<file path="src/hw/rtl/sgl_pkg.sv">
// Package for the scatter-gather list entry builder: widths, codes and the
// clamp and group size helpers. No dependencies.
`default_nettype none
package sgl_pkg;
    localparam int MAX_BLOCKS_DEF        = 256;
    localparam int ENTRIES_PER_BLOCK_DEF = 5;
    localparam logic [12:0] PAGE_BYTES   = 13'h1000;

    localparam logic [1:0] FUNC_LOAD  = 2'd0;
    localparam logic [1:0] FUNC_DESC  = 2'd1;
    localparam logic [1:0] FUNC_CLEAR = 2'd2;

    localparam logic [1:0] KIND_ENTRY = 2'd0;
    localparam logic [1:0] KIND_LINK  = 2'd1;
    localparam logic [1:0] KIND_ERROR = 2'd2;

    localparam logic [1:0] ERR_NONE  = 2'd0;
    localparam logic [1:0] ERR_PAGE  = 2'd1;
    localparam logic [1:0] ERR_TABLE = 2'd2;

    // one result record
    typedef struct packed {
        logic [1:0]  kind;
        logic [7:0]  block_index;
        logic [2:0]  entry_slot;
        logic [61:0] group_address;
        logic [22:0] grp_size;
        logic        entry_last;
        logic [63:0] link_pointer;
        logic [8:0]  blocks_used;
        logic [1:0]  error_code;
        logic        run_last;
    } rec_t;

    // clamp payload log2 to 7..12
    function automatic logic [3:0] clamp_lg(input logic [3:0] v);
        logic [3:0] r;
        r = v;
        if (v < 4'd7) r = 4'd7;
        if (v > 4'd12) r = 4'd12;
        return r;
    endfunction

    // 23-bit group size from chunk start and byte size
    function automatic logic [22:0] grp_size_of(input logic [11:0] addr_lo,
                                                input logic [27:0] size,
                                                input logic [3:0] lg);
        logic [12:0] pmask;
        logic [28:0] aligned;
        logic [28:0] cnt;
        logic [12:0] lastp;
        logic [7:0]  words;
        pmask   = (13'd1 << lg) - 13'd1;
        aligned = {1'b0, size} + {16'd0, 1'b0, addr_lo & pmask[11:0]};
        cnt     = (aligned + {16'd0, pmask}) >> lg;
        lastp   = aligned[12:0] & pmask;
        if (lastp == 13'd0) lastp = pmask + 13'd1;
        words   = lastp[9:2];
        return {words, cnt[14:0]};
    endfunction
endpackage
`default_nettype wire

</file>
<file path="src/hw/rtl/sgl_out_fifo.sv">
// Small result queue between the builder and the output channel.
// Depends on sgl_pkg.
`default_nettype none
module sgl_out_fifo
    import sgl_pkg::*;
(
    input  wire logic clk,
    input  wire logic rst_n,
    input  wire logic push,
    input  wire rec_t push_rec,
    output logic      room,
    output logic      pop_valid,
    output rec_t      pop_rec,
    input  wire logic pop
);
    localparam int DEPTH = 8;
    rec_t           mem [DEPTH];
    logic [2:0]     wr_reg, rd_reg;
    logic [3:0]     cnt_reg;

    // keep room for a whole burst of four records
    assign room      = cnt_reg <= 4'd4;
    assign pop_valid = cnt_reg != 4'd0;
    assign pop_rec   = mem[rd_reg];

    always_ff @(posedge clk)
    begin
        if (push) mem[wr_reg] <= push_rec;
    end

    always_ff @(posedge clk or negedge rst_n)
    begin
        if (!rst_n)
        begin
            wr_reg  <= '0;
            rd_reg  <= '0;
            cnt_reg <= '0;
        end
        else
        begin
            if (push) wr_reg <= wr_reg + 3'd1;
            if (pop)  rd_reg <= rd_reg + 3'd1;
            cnt_reg <= cnt_reg + {3'd0, push} - {3'd0, pop};
        end
    end
endmodule
`default_nettype wire
</file>
<file path="config.mk">
export PLATFORM = sky130hd
export DESIGN_NAME = sgl_out_fifo
export DESIGN_NICKNAME = d
export VERILOG_FILES = /design/src/hw/rtl/sgl_pkg.sv /design/src/hw/rtl/sgl_out_fifo.sv
export SDC_FILE = /design/constraint.sdc
export NUM_CORES = 2
export LEC_CHECK = 0
export BUFFER_PORTS_ARGS = -buffer_cell sky130_fd_sc_hd__buf_4
export CAP_MARGIN = 20
export CORE_MARGIN = 2
export CORE_UTILIZATION = 50
export CTS_BUF_LIST = sky130_fd_sc_hd__clkbuf_8
export DETAILED_ROUTE_END_ITERATION = 8
export GPL_TIMING_DRIVEN = 0
export PLACE_DENSITY = 0.71
export SLEW_MARGIN = 40
export SYNTH_ARGS = -nofsm -noshare
export SYNTH_HDL_FRONTEND = slang
export SYNTH_SLANG_ARGS = --single-unit
</file>
<file path="constraint.sdc">
create_clock -name clk -period 13.9 [get_ports clk]
set_input_delay 2.085 -clock clk [delete_from_list [all_inputs] [get_ports clk]]
set_output_delay 2.085 -clock clk [all_outputs]
set_load 0.01 [all_outputs]
</file>
==> After elaboration in Yosys (flattened, before gate mapping) <==
Memories as Yosys holds them, arrays and structs flattened.
Index checks and enable logic that the tools add are counted.
{ "totals": {"regBits": 10, "ramBits": 1400, "inputBits": 179, "output_inout_bits": 177, "wordCells": 12, "memories": 1} }
{ "classes": {"n_addsub": 4, "n_lt_le_gt_ge": 1, "muxes": 2, "n_reduce_logical": 1} }
{ "memory_table": {"columns": ["memory", "words", "word_bits", "rd", "rd_clocked_by_memory_dff", "wr", "line_no", "text"], "rows": [
  ["mem", 8, 175, 1, 0, 1, "sgl_out_fifo.sv:17", "rec_t mem [DEPTH];"]
]} }
{ "ops": {"columns": ["cell", "n"], "rows": [
  ["$add A3 B1 Y3 const B", 2],
  ["$add A4 B1 Y4", 1],
  ["$le A4 B3 Y1 const B", 1],
  ["$reduce_bool A4 Y1", 1],
  ["$sub A4 B1 Y4", 1],
  ["$mux W1", 2]
]} }

==> Longest topological paths before layout <==
{ "depth": {"word_depth": 2, "mapped_depth": 7, "ltp_nobuf": 7} }

==> Worst setup path before layout <==
No wires, ideal clock.
{ "synth_timing": {"path_kind": "input to register", "from": "input port push", "to": "memory mem[0][0] in the netlist's numbering (enable)", "setup_ns": 0.924, "t_arrival_ns": 13.968, "required_time_ns": 12.976, "path_slack_ns": -0.992, "cell_stages": 2, "n_path_buf": 0, "cell_sequence": "nand2b_1 nor3_1"} }
{ "synth_between": {"elab_chain_len": 2} }
{ "synth_rtl": {"columns": ["element", "line_no", "text"], "rows": [
  ["start: declaration", "sgl_out_fifo.sv:9", "input wire logic push,"],
  ["$mux W1", "sgl_out_fifo.sv:28", "if (push) mem[wr_reg] <= push_rec;"],
  ["$mux W1 (implied by the code)", "sgl_out_fifo.sv:28", null],
  ["end: declaration", "sgl_out_fifo.sv:17", null]
]} }
Every way passes these cells.

==> results.cfg <==
[status]
status = finished, final reports clean

[placement]
numPortBuffers = 355
gp_congestion = 0.7472
hpwl_mm = 78.72

[critical_path]
cp.required_ns = 11.81
cp_cell_sequence = buf_2 -> buf_2 -> clkbuf_1 -> mux4_2 -> mux2_2 -> buf_4
path_class = reg2out
crit_top_cell = buf_2
crit_path_max_incr_delay_ns = 0.62
setup.worst_path.end_class = output port
cp-startpoint = rd_reg[2]
r2r-start = wr_reg[0]
cp_slowest_cell = clkbuf_1
worstPathMaxFanout = 10
cp-start-kind = flop
worstPathArrival_ns = 3.57

[power]
switching_share_pct = 30.38
switchingPower_mw = 4.019
seqPwrFrac_pct = 41.2
powerDensity_nw_per_um2 = 207.4
p_leak_nw = 21.35
clockPowerShare_pct = 22.9
totalPowerFinal_mw = 13.23
p_int_mw = 9.212
comb_power_share_pct = 35.9
irDropWorstVdd_mv = 0.1482

[finish]
largest_register_ffs = 1400
final_common_cell = edfxtp_1
seq_area_um2 = 42290
layout_common_cells = edfxtp_1 (1400), buf_4 (359), mux4_2 (350)
area_growth_pct = 20.16
drive_gt1_share_pct = 45.72
nets = 2977
fill_cells = 7143
final_core_util_pct = 60.62
multi_input_area_um2 = 10210

[clocking]
clk_path_buf_depth = 3
cts.clk_slew.worst_paths_ns = 0.06
cts_made_buffers = 215
cts_htree_levels = 4
ctsHoldBuffers = 0
cts_resized = 0
clock_sinks = 1410
clock_latency_ns = 0.88
cts-root-buf = clkbuf_8
postCtsSetupBuffers = 0
cts_tree = yes

[synth]
synth-seq-area-share_pct = 79.63
synth_mux_area_share_pct = 18.60
syn_nets = 2267
ys_warn_count = 0
synth_compound_area_share_pct = 0.03298
synth.cell_area_um2 = 53110
netlist.top_cell.by_area = edfxtp_1
synth-seq-cells = 1410
yosysUniqueCellTypes = 20
synthTopCellsByArea = edfxtp_1 (79%), mux4_2 (15%), mux2_2 (3.8%)
syn_inst = 2079
synth_fa_ha_area_share_pct = 0.2262
synth_area_per_cell_um2 = 25.54
yosys.area_share.xor_xnor_pct = 0.09895
synth_top_area_share_pct = 79.16
synth_top_family_by_area = multiplexers
synth_simple_gate_area_share_pct = 0.1461

[floorplan]
num_io_pins = 356
dieWidth_um = 329.9
die_area_um2 = 108800
die_h_um = 329.9
core_area_um2 = 105300
rows = 119
start_util_pct = 50.45

[min_path]
worstHoldStart = wr_reg[1]
min_path_type = reg2reg

[global_routing]
grt_max_degree = 17
grt_use_total_pct = 21.80
grt_pass1_vias = 26143
overflow = 0
grt_pass1_wl_mm = 171.3
antenna_found_initial = 19

[timing]
finalCriticalPeriod_ns = 5.652
skew_ns = 0.05066
slew_headroom_pct = 46.06
hold-worst-slack_ns = 0.5653
final-hold-violation-count = 0
max_freq_mhz = 176.9
tightest_slew_ns = 0.8091
report.final.setup_viol = 0
drv_slew = 0
rsz0062_at_grt = false
period_share_pct = 40.66

[detailed_routing]
drt-pass1-iter-count = 5
drc_errors = 0
vias = 24658
wl_mm = 117.3
ant_nets = 0
first_iter_violations = 2323
avgViaCountPerCell = 5.678
wl_per_cell_um = 27.01

[job]
maxCapViolCount = 0
-- cells in the mapped netlist --
| cell type | number |
|---|---|
| edfxtp_1 | 1400 |
| mux4_2 | 350 |
| mux2_2 | 177 |
| buf_6 | 32 |
| buf_2 | 28 |
| clkbuf_1 | 25 |
| buf_1 | 13 |
| dfrtp_1 | 10 |
| ha_1 | 8 |
| inv_1 | 8 |
| nor2_1 | 7 |
| nand2_1 | 6 |
| nand2b_1 | 3 |
| xnor2_1 | 3 |
| xor2_1 | 3 |
| nor3_1 | 2 |
| a21o_1 | 1 |
| a21oi_1 | 1 |
| fa_1 | 1 |
| o21ai_0 | 1 |
-- power by group through the flow --
stage,Sequential (mW),Combinational (mW),Clock (mW)
after floorplan,5.66,2.71,0
after global placement,5.88,4.47,0
after detailed placement,5.54,4.84,0
after CTS,5.46,4.86,3.10
after global routing,5.49,5.04,3.28
final,5.45,4.76,3.03
-- per-layer routing --
layer	vias to the layer above	GRT usage (%)	wire length, um
met4	26	6.383	2378
li1	10432	-	-
met1	13151	28.90	46210
met2	871	35.30	58590
met5	-	0	156
met3	178	6.540	9957
-- final timing paths --
kind | cells after the start | slack (ns) | to
min | 1 | 0.57 | wr_reg[1]
min reg2reg | 1 | 0.57 | wr_reg[1]
max | 6 | 8.25 | pop_rec[42]
min in group asynchronous | 1 | 1.02 | cnt_reg[3]
max in group asynchronous | 1 | 12.73 | wr_reg[1]
max reg2reg | 8 | 11.04 | mem[3][90]
-- stage by stage --
step / cell area, um2 / setup TNS, ns / cells / setup slack, ns
detailed placement: 60020 / 0 / 3963 / 9.062
CTS: 63790 / 0 / 4337 / 8.066
global placement: 57520 / -5919.37 / 3825 / -4.713
floorplan: 53120 / 0 / 2079 / 3.710
finish: 63810 / 0 / 4343 / 8.248
global route: 63800 / 0 / 4340 / 8.111
-- cells by family after synthesis --
group	count (synthesis)
AOI/OAI and AO/OA	3
xor gates and xnor gates	6
adders and majority gates	9
buffers and inverters	106
DFF	1410
muxes	527
and+or+nand+nor	18
-- area by class of cell --
type	count	area share, %
sequential	1410	66.27
tap	1391	2.727
antenna	6	0.02353
inverter	8	0.04706
multi-input combinational	563	16.00
clock inverter	157	1.231
timing repair buffer	493	7.994
clock buffer	217	4.680
buffer	98	1.020
-- worst max-delay path: cells and delay by family (launching register included) --
family / cells / cell delay (ns)
buf+inv: 4 / 1.61
flops: 1 / 0.32
mux: 2 / 0.74
Note: power is estimated with default switching activity, not from simulation.
